`config.mk`:
```
export PLATFORM = sky130hd
export DESIGN_NAME = scancode_key_event_decoder_unit_flat
export DESIGN_NICKNAME = d
export VERILOG_FILES = /design/src/rtl/core/sked_pkg.sv /design/src/rtl/core/sked_if.sv /design/src/rtl/core/sked_front.sv /design/src/rtl/core/sked_cmd_queue.sv /design/src/rtl/core/sked_back.sv /design/src/rtl/core/scancode_key_event_decoder_unit.sv /design/src/flat_wrapper.sv
export SDC_FILE = /design/constraint.sdc
export NUM_CORES = 2
export LEC_CHECK = 0
export ABC_CLOCK_PERIOD_IN_PS = 7900
export BUFFER_PORTS_ARGS = -buffer_cell sky130_fd_sc_hd__buf_2
export CAP_MARGIN = 5
export CORE_AREA = 2 2 460 462
export CTS_BUF_LIST = sky130_fd_sc_hd__clkbuf_16
export DETAILED_ROUTE_END_ITERATION = 16
export DIE_AREA = 0 0 462 464
export REMOVE_ABC_BUFFERS = 1
export SKIP_LAST_GASP = 1
export SLEW_MARGIN = 20
export SYNTH_ARGS = -nofsm -noshare
export SYNTH_HDL_FRONTEND = slang
export SYNTH_HIERARCHICAL = 1
export SYNTH_SLANG_ARGS = --single-unit
```
`constraint.sdc`:
```
create_clock -name i_clk -period 7.9 [get_ports i_clk]
set_clock_uncertainty 0.2 [all_clocks]
set_input_delay 0.395 -clock i_clk [delete_from_list [all_inputs] [get_ports i_clk]]
set_output_delay 0.395 -clock i_clk [all_outputs]
set_load 0.03 [all_outputs]
```
`src/rtl/core/sked_pkg.sv`:
```
package sked_pkg;

    // Default configuration of the decoder
    localparam int EXT_BASE_DEF   = 96;
    localparam int RING_DEPTH_DEF = 256;

    // Number of keys per bank (plain or extended)
    localparam int KEY_SPAN = 96;

    // Depth of the command queue between front and back
    localparam int Q_DEPTH = 4;

    // Scancode set-1 constants
    localparam logic [7:0] C_BREAK_BIT  = 8'h80;
    localparam logic [6:0] C_KEY_MASK   = 7'h7F;
    localparam logic [7:0] C_PFX_EXT    = 8'hE0;
    localparam logic [7:0] C_PFX_PAUSE  = 8'hE1;
    localparam logic [7:0] C_PFX_SKIP   = 8'hE2;
    localparam logic [6:0] C_KEY_LIMIT  = 7'h60;

    // Command handed from the front to the back
    typedef struct packed {
        logic       is_pop;
        logic       down;
        logic [7:0] code;
    } t_cmd;

    // Queue status seen by both sides
    typedef struct packed {
        logic full;
        logic empty;
    } t_q_stat;

endpackage

```
`src/rtl/core/sked_if.sv`:
```
interface sked_in_if;
    logic       valid;
    logic       ready;
    logic       func;
    logic [7:0] raw_byte;

    modport source (output valid, output func, output raw_byte, input ready);
    modport sink   (input valid, input func, input raw_byte, output ready);
endinterface

interface sked_out_if;
    logic       valid;
    logic       ready;
    logic       event_valid;
    logic       key_down;
    logic [7:0] key_code;

    modport source (output valid, output event_valid, output key_down, output key_code,
                    input ready);
    modport sink   (input valid, input event_valid, input key_down, input key_code,
                    output ready);
endinterface

```
`src/rtl/core/sked_front.sv`:
```
module sked_front
    import sked_pkg::*;
#(
    parameter int EXT_BASE = EXT_BASE_DEF
) (
    input  logic        i_clk,
    input  logic        i_rst_n,
    sked_in_if.sink     i_in,
    input  logic        i_q_full,
    output logic        o_push,
    output t_cmd        o_cmd
);

    localparam int TBL   = EXT_BASE + KEY_SPAN;
    localparam int IDX_W = $clog2(TBL);

    typedef enum logic [1:0] {
        PFX_NONE,
        PFX_EXT,
        PFX_SKIP
    } t_prefix;

    t_prefix          r_prefix, n_prefix;
    logic [TBL-1:0]   r_table, n_table;

    logic             fire;
    logic             is_byte;
    logic [6:0]       key;
    logic             down;
    logic             note;
    logic [7:0]       ev_code;
    logic [IDX_W-1:0] tbl_idx;
    logic             changed;

    // Accept whenever the queue has room
    assign i_in.ready = !i_q_full;
    assign fire       = i_in.valid && i_in.ready;
    assign is_byte    = fire && !i_in.func;

    assign key  = i_in.raw_byte[6:0] & C_KEY_MASK;
    assign down = (i_in.raw_byte & C_BREAK_BIT) == 8'h00;

    // Classify the byte against the pending prefix
    always_comb begin
        n_prefix = r_prefix;
        note     = 1'b0;
        ev_code  = {1'b0, key};
        case (r_prefix)
            PFX_EXT: begin
                note     = key < C_KEY_LIMIT;
                ev_code  = {1'b0, key} + 8'(EXT_BASE);
                n_prefix = PFX_NONE;
            end
            PFX_SKIP: begin
                n_prefix = PFX_NONE;
            end
            PFX_NONE: begin
                if (i_in.raw_byte == C_PFX_EXT) begin
                    n_prefix = PFX_EXT;
                end else if (i_in.raw_byte == C_PFX_PAUSE || i_in.raw_byte == C_PFX_SKIP) begin
                    n_prefix = PFX_SKIP;
                end else begin
                    note = key < C_KEY_LIMIT;
                end
            end
            default: begin
                n_prefix = PFX_NONE;
            end
        endcase
    end

    // Look up the pressed state and note only changes
    assign tbl_idx = ev_code[IDX_W-1:0];
    assign changed = note && (r_table[tbl_idx] != down);

    always_comb begin
        n_table = r_table;
        if (is_byte && changed) begin
            n_table[tbl_idx] = down;
        end
    end

    // Hand pops and key changes to the back
    assign o_push      = fire && (i_in.func || changed);
    assign o_cmd.is_pop = i_in.func;
    assign o_cmd.down   = down;
    assign o_cmd.code   = ev_code;

    // Hold prefix state and pressed table
    always_ff @(posedge i_clk) begin
        if (!i_rst_n) begin
            r_prefix <= PFX_NONE;
            r_table  <= '0;
        end else begin
            if (is_byte) begin
                r_prefix <= n_prefix;
            end
            r_table <= n_table;
        end
    end

endmodule

```
`src/rtl/core/sked_cmd_queue.sv`:
```
module sked_cmd_queue
    import sked_pkg::*;
(
    input  logic    i_clk,
    input  logic    i_rst_n,
    input  logic    i_push,
    input  t_cmd    i_cmd,
    input  logic    i_pop,
    output t_q_stat o_stat,
    output t_cmd    o_cmd
);

    localparam int PTR_W = $clog2(Q_DEPTH);
    localparam int CNT_W = $clog2(Q_DEPTH + 1);

    t_cmd             r_slot [Q_DEPTH];
    logic [PTR_W-1:0] r_wr_ptr, r_rd_ptr;
    logic [CNT_W-1:0] r_count;
    logic             do_push, do_pop;

    assign o_stat.full  = r_count == CNT_W'(Q_DEPTH);
    assign o_stat.empty = r_count == '0;
    assign o_cmd        = r_slot[r_rd_ptr];

    assign do_push = i_push && !o_stat.full;
    assign do_pop  = i_pop && !o_stat.empty;

    // Store the incoming command
    always_ff @(posedge i_clk) begin
        if (do_push) begin
            r_slot[r_wr_ptr] <= i_cmd;
        end
    end

    // Advance pointers and occupancy
    always_ff @(posedge i_clk) begin
        if (!i_rst_n) begin
            r_wr_ptr <= '0;
            r_rd_ptr <= '0;
            r_count  <= '0;
        end else begin
            if (do_push) begin
                r_wr_ptr <= (r_wr_ptr == PTR_W'(Q_DEPTH - 1)) ? '0 : r_wr_ptr + 1'b1;
            end
            if (do_pop) begin
                r_rd_ptr <= (r_rd_ptr == PTR_W'(Q_DEPTH - 1)) ? '0 : r_rd_ptr + 1'b1;
            end
            if (do_push && !do_pop) begin
                r_count <= r_count + 1'b1;
            end else if (do_pop && !do_push) begin
                r_count <= r_count - 1'b1;
            end
        end
    end

endmodule

```
`src/rtl/core/sked_back.sv`:
```
module sked_back
    import sked_pkg::*;
#(
    parameter int RING_DEPTH = RING_DEPTH_DEF
) (
    input  logic        i_clk,
    input  logic        i_rst_n,
    input  logic        i_q_empty,
    input  t_cmd        i_cmd,
    output logic        o_take,
    sked_out_if.source  o_out
);

    localparam int PTR_W = $clog2(RING_DEPTH);
    localparam int CNT_W = $clog2(RING_DEPTH + 1);

    logic [8:0]       r_ring [RING_DEPTH];
    logic [PTR_W-1:0] r_head, r_tail;
    logic [CNT_W-1:0] r_count;
    logic [8:0]       r_rd_data;
    logic             r_out_valid;
    logic             r_out_hit;

    logic out_free;
    logic take_push, take_pop;
    logic ring_empty, ring_full;
    logic do_write, do_read;

    assign out_free   = !r_out_valid || o_out.ready;
    assign o_take     = !i_q_empty && (!i_cmd.is_pop || out_free);
    assign take_push  = o_take && !i_cmd.is_pop;
    assign take_pop   = o_take && i_cmd.is_pop;
    assign ring_empty = r_count == '0;
    assign ring_full  = r_count == CNT_W'(RING_DEPTH);
    assign do_write   = take_push && !ring_full;
    assign do_read    = take_pop && !ring_empty;

    // Write events and read the oldest one
    always_ff @(posedge i_clk) begin
        if (do_write) begin
            r_ring[r_tail] <= {i_cmd.down, i_cmd.code};
        end
        if (do_read) begin
            r_rd_data <= r_ring[r_head];
        end
        if (take_pop) begin
            r_out_hit <= !ring_empty;
        end
    end

    // Advance ring pointers, occupancy and the output slot
    always_ff @(posedge i_clk) begin
        if (!i_rst_n) begin
            r_head      <= '0;
            r_tail      <= '0;
            r_count     <= '0;
            r_out_valid <= 1'b0;
        end else begin
            if (do_write) begin
                r_tail  <= (r_tail == PTR_W'(RING_DEPTH - 1)) ? '0 : r_tail + 1'b1;
                r_count <= r_count + 1'b1;
            end
            if (do_read) begin
                r_head  <= (r_head == PTR_W'(RING_DEPTH - 1)) ? '0 : r_head + 1'b1;
                r_count <= r_count - 1'b1;
            end
            if (take_pop) begin
                r_out_valid <= 1'b1;
            end else if (o_out.ready) begin
                r_out_valid <= 1'b0;
            end
        end
    end

    // Drive the result, zeroed on an empty pop
    assign o_out.valid       = r_out_valid;
    assign o_out.event_valid = r_out_hit;
    assign o_out.key_down    = r_out_hit && r_rd_data[8];
    assign o_out.key_code    = r_out_hit ? r_rd_data[7:0] : 8'h00;

endmodule

```
`src/rtl/core/scancode_key_event_decoder_unit.sv`:
```
// Keyboard scancode set-1 key event decoder.
// Input channel i_in: func = 0 carries a raw scancode byte, func = 1 asks
// for the oldest queued key event. Bytes give no result; each pop gives
// exactly one result on o_out (event_valid, key_down, key_code), with
// event_valid low and the other fields zero when no event is queued.
// Throughput: one transaction per cycle on i_in while o_out is not stalled,
// since the front classifies a byte combinationally and the back serves one
// command per cycle through the single port of the event ring.
// A pop's result passes through the command queue and then the registered
// output slot of the back, after any commands queued ahead of it.
// Reset: synchronous, active low; prefix, pressed table, ring pointers and
// queue clear together, with no clearing pass over the ring.
// Receiver stall: the result holds on o_out; the back halts at the next
// pop, the four-entry command queue fills and i_in.ready then drops.
// A full ring drops new events while the pressed table still follows keys.
module scancode_key_event_decoder_unit
    import sked_pkg::*;
#(
    parameter int EXT_BASE   = EXT_BASE_DEF,
    parameter int RING_DEPTH = RING_DEPTH_DEF
) (
    input  logic        i_clk,
    input  logic        i_rst_n,
    sked_in_if.sink     i_in,
    sked_out_if.source  o_out
);

    t_q_stat q_stat;
    t_cmd    push_cmd, head_cmd;
    logic    push, take;

    sked_front #(
        .EXT_BASE (EXT_BASE)
    ) u_front (
        .i_clk    (i_clk),
        .i_rst_n  (i_rst_n),
        .i_in     (i_in),
        .i_q_full (q_stat.full),
        .o_push   (push),
        .o_cmd    (push_cmd)
    );

    sked_cmd_queue u_queue (
        .i_clk   (i_clk),
        .i_rst_n (i_rst_n),
        .i_push  (push),
        .i_cmd   (push_cmd),
        .i_pop   (take),
        .o_stat  (q_stat),
        .o_cmd   (head_cmd)
    );

    sked_back #(
        .RING_DEPTH (RING_DEPTH)
    ) u_back (
        .i_clk     (i_clk),
        .i_rst_n   (i_rst_n),
        .i_q_empty (q_stat.empty),
        .i_cmd     (head_cmd),
        .o_take    (take),
        .o_out     (o_out)
    );

endmodule

```
`src/flat_wrapper.sv`:
```
// flat-port wrapper written by rule: the top's interface ports become plain ports
module scancode_key_event_decoder_unit_flat import sked_pkg::*;
#(
    parameter int EXT_BASE   = EXT_BASE_DEF,
    parameter int RING_DEPTH = RING_DEPTH_DEF
)
  (i_clk, i_rst_n, i_in_valid, i_in_func, i_in_raw_byte, i_in_ready, o_out_valid, o_out_event_valid, o_out_key_down, o_out_key_code, o_out_ready);
  sked_in_if i_in_i ();
  sked_out_if o_out_i ();
  input  logic i_clk;
  input  logic i_rst_n;
  input wire logic [$bits(i_in_i.valid)-1:0] i_in_valid;
  input wire logic [$bits(i_in_i.func)-1:0] i_in_func;
  input wire logic [$bits(i_in_i.raw_byte)-1:0] i_in_raw_byte;
  output wire logic [$bits(i_in_i.ready)-1:0] i_in_ready;
  output wire logic [$bits(o_out_i.valid)-1:0] o_out_valid;
  output wire logic [$bits(o_out_i.event_valid)-1:0] o_out_event_valid;
  output wire logic [$bits(o_out_i.key_down)-1:0] o_out_key_down;
  output wire logic [$bits(o_out_i.key_code)-1:0] o_out_key_code;
  input wire logic [$bits(o_out_i.ready)-1:0] o_out_ready;
  assign i_in_i.valid = i_in_valid;
  assign i_in_i.func = i_in_func;
  assign i_in_i.raw_byte = i_in_raw_byte;
  assign i_in_ready = i_in_i.ready;
  assign o_out_valid = o_out_i.valid;
  assign o_out_event_valid = o_out_i.event_valid;
  assign o_out_key_down = o_out_i.key_down;
  assign o_out_key_code = o_out_i.key_code;
  assign o_out_i.ready = o_out_ready;
  scancode_key_event_decoder_unit #(.EXT_BASE(EXT_BASE), .RING_DEPTH(RING_DEPTH)) u_core (.i_clk(i_clk), .i_rst_n(i_rst_n), .i_in(i_in_i), .o_out(o_out_i));
endmodule
```
==> reports/metrics.cfg <==
[die]
dieWidth_um=462
core_area_um2=209200
die_y_um=464
top_level_ports=25
start_util=0.4974
std_cell_rows=168
floorplan.die_area_um2=214400

[clock_network]
tritoncts=done
clockBufferDepth=4
clock_sinks=2583
htree_num_levels=5
cts-hold-fix-buffers=14
cts_post_setup_buffers_inserted=0
clk_pin_slew_worst_paths_ns=0.07
postCtsResizedCells=0
cts_made_buffers=284
worstSkewPairLatency_ns=0.92
clockRootBuffer=sky130_fd_sc_hd__clkbuf_16

[cells_and_area]
final_cell_mix=sky130_fd_sc_hd__edfxtp_1, sky130_fd_sc_hd__mux4_2, sky130_fd_sc_hd__nor2_1, sky130_fd_sc_hd__nand2_1, sky130_fd_sc_hd__clkbuf_16
design_area_um2=115700
layout.cells.most_common=sky130_fd_sc_hd__edfxtp_1
num-nets-final=5834
nFillCells=15910
layout_cell_share_with_drive_strength_beyond_1=0.1991
final_cells=8806
fin_util=0.5533
synthToLayoutAreaGrowth_pct=11.23

[grt]
maximum_number_of_pins_on_one_net_before_global_route_repair=219
grt_pass1_vias=55020
grt_pass1_wl_mm=403.2
grt_antenna_before_repair=15
grt_overflow_total=0
globalRouteTotalUtil=0.2608

[detailed_routing]
first_iter_violations=7327
antenna_violating_nets_post_route=0
drt-total-wl_mm=281.3
drc=0
avgViaCountPerCell=6.478
wl_per_cell_um=31.94
detailroute.via_count=57040
firstDrtPassIters=8

[synthesis]
synth.lib_cells_used.distinct=85
synthArstFlopShare=0
number_of_enable_type_register_cells_in_the_synthesized_netlist=2354
synth_warnings=6
post_synthesis_sequential_element_count=2583
synth.yosys.seq_area_share=0.7235
syn-instance-count=5734
avgSynthCellArea_um2=18.14
cell_area_after_technology_mapping_um2=104000
synthFlopType=sky130_fd_sc_hd__edfxtp_1
synth_largest_area_cell=sky130_fd_sc_hd__edfxtp_1
netlist_top_cells_area=sky130_fd_sc_hd__edfxtp_1, sky130_fd_sc_hd__mux4_2, sky130_fd_sc_hd__dfxtp_1
synth_top_area_share=0.6794

[sta]
slew_violations=0
relSlewSlack=0.1591
fin_crit_ns=6.213
worst_slew_pin_slew_ns=1.248
period_share=0.7865
max_freq_mhz=160.9
grt_setup_unrepaired=no
finalHoldViolations=0
finalSetupViolations=0
worst_setup_slack_final_ns=1.687

[critical_path]
endpoint_kind=flip-flop
timing.critical_path.required_ns=8.53
timing.critical_path.fanout_max=49
critical_path_class=flip-flop to flip-flop
worst_setup_path_start_kind=flip-flop
arrival_ns=6.84

[power]
cellPowerDensity_nw_per_um2=307.1
leakage_nw=35.44
ir_drop_mv=0.2578
report.power.total_mw=35.54

[placed_design]
io_buffers=24
gpl.final_weighted_congestion=0.8651
total_placed_instance_area_um2=106800
place.detailed.hpwl_mm=165.3
place.detailed.instances=8302
placement.setup.worst_slack_ns=1.600

[run]
maxCapViolCount=0

[hold_path]
worstHoldPathType=input pin to flip-flop

[outcome]
run_status=complete, no violations

==> power by group <==
group	internal, mW	switching (mW)
clock network	7.36	5.21
registers	16.5	0.139
logic	2.19	4.10
total	26.1	9.45
==> cell usage after synthesis (all sizes together) (36+ instances only) <==
library cell,n
a21oi,182
nor2,409
o211ai,36
a22oi,151
dfxtp,229
o21ai,142
nand2,360
mux2i,235
clkbuf,192
mux4,591
nand3,113
buf,188
a221oi,58
o22ai,39
and2,39
edfxtp,2354
a32o,65
==> worst paths after layout <==
| kind | cells past startpoint | endpoint | from | slack (ns) |
|---|---|---|---|---|
| max | 17 | u_core/u_queue/r_count[2]$_SDFFE_PN0P_ | u_core/u_front/r_prefix[0]$_SDFFE_PN0P_ | 1.69 |
| min | 4 | u_core/u_back/o_out.valid$_SDFFE_PN0P_ | o_out_ready | 0.15 |
| max reg2reg | 17 | u_core/u_queue/r_count[2]$_SDFFE_PN0P_ | u_core/u_front/r_prefix[0]$_SDFFE_PN0P_ | 1.69 |
| min reg2reg | 2 | u_core/u_front/r_table[33]$_SDFFE_PN0P_ | u_core/u_front/r_table[33]$_SDFFE_PN0P_ | 0.27 |
==> area by class of cell <==
cell class	count	area (um^2)	area share
clock buffer	295	7382	0.06379
antenna	5	12.51	0.0001081
clock inverter	188	1331	0.01150
tap	2805	3510	0.03033
inverter	27	107.6	0.0009298
multi-input combinational	2740	26650	0.2303
timing repair buffer	163	1435	0.01240
sequential	2583	75290	0.6506
==> metal layers <==
layer,vias up,track usage,part of all wire
met5,-,0,0.000043
met4,2,0.06630,0.025
met3,457,0.04543,0.089
met2,2809,0.3999,0.47
met1,30340,0.3896,0.42
li1,23430,-,-
==> through the flow <==
step / TNS, ns / hold WS (ns)
2_1_floorplan: -332.21 / 0.2437
3_3_place_gp: 0 / 0.2592
3_5_place_dp: 0 / 0.2644
4_1_cts: 0 / 0.1144
5_1_grt: 0 / 0.1679
6_report: 0 / 0.1504
==> state kept, by name (all words and copies together), names as in the netlist, named ones only <==
signal                           count
u_core/u_back/r_count                9
u_core/u_back/r_tail                 8
u_core/u_back/r_rd_data              9
u_core/u_queue/r_rd_ptr              2
u_core/u_front/r_table             192
u_core/u_back/o_out.valid            1
u_core/u_queue/r_slot               40
u_core/u_back/r_ring              2304
u_core/u_front/r_prefix              2
u_core/u_queue/r_count               3
u_core/u_back/r_head                 8
u_core/u_back/o_out.event_valid      1
u_core/u_queue/r_wr_ptr              2
==> cell families after synthesis <==
family                     Yosys count  synth area share
DFF                               2583            0.7235
and+or+nand+nor                   1046           0.04346
muxes                              843            0.1524
AOI/OAI and AO/OA                  806           0.05312
buffers and inverters              411           0.02257
xor gates and xnor gates            23          0.002117
adders and majority gates           22          0.002790
==> worst max-delay path: stages (launching register included) <==
cell and delay [ns]:
sky130_fd_sc_hd__dfxtp_1 0.40, sky130_fd_sc_hd__nor2b_1 0.60, sky130_fd_sc_hd__xnor2_4 0.08, sky130_fd_sc_hd__buf_4 0.24, sky130_fd_sc_hd__inv_1 0.50, sky130_fd_sc_hd__mux4_2 0.61
sky130_fd_sc_hd__o2111ai_1 0.24, sky130_fd_sc_hd__o21ai_1 0.19, sky130_fd_sc_hd__or4_4 0.73, sky130_fd_sc_hd__xnor2_1 0.22, sky130_fd_sc_hd__o22ai_1 0.11, sky130_fd_sc_hd__nor2b_1 0.48
sky130_fd_sc_hd__ha_1 0.28, sky130_fd_sc_hd__inv_1 0.06, sky130_fd_sc_hd__fa_1 0.38, sky130_fd_sc_hd__xor2_1 0.18, sky130_fd_sc_hd__or3_2 0.40, sky130_fd_sc_hd__a21boi_0 0.17
No activity file was read; power rests on OpenSTA's default activity.
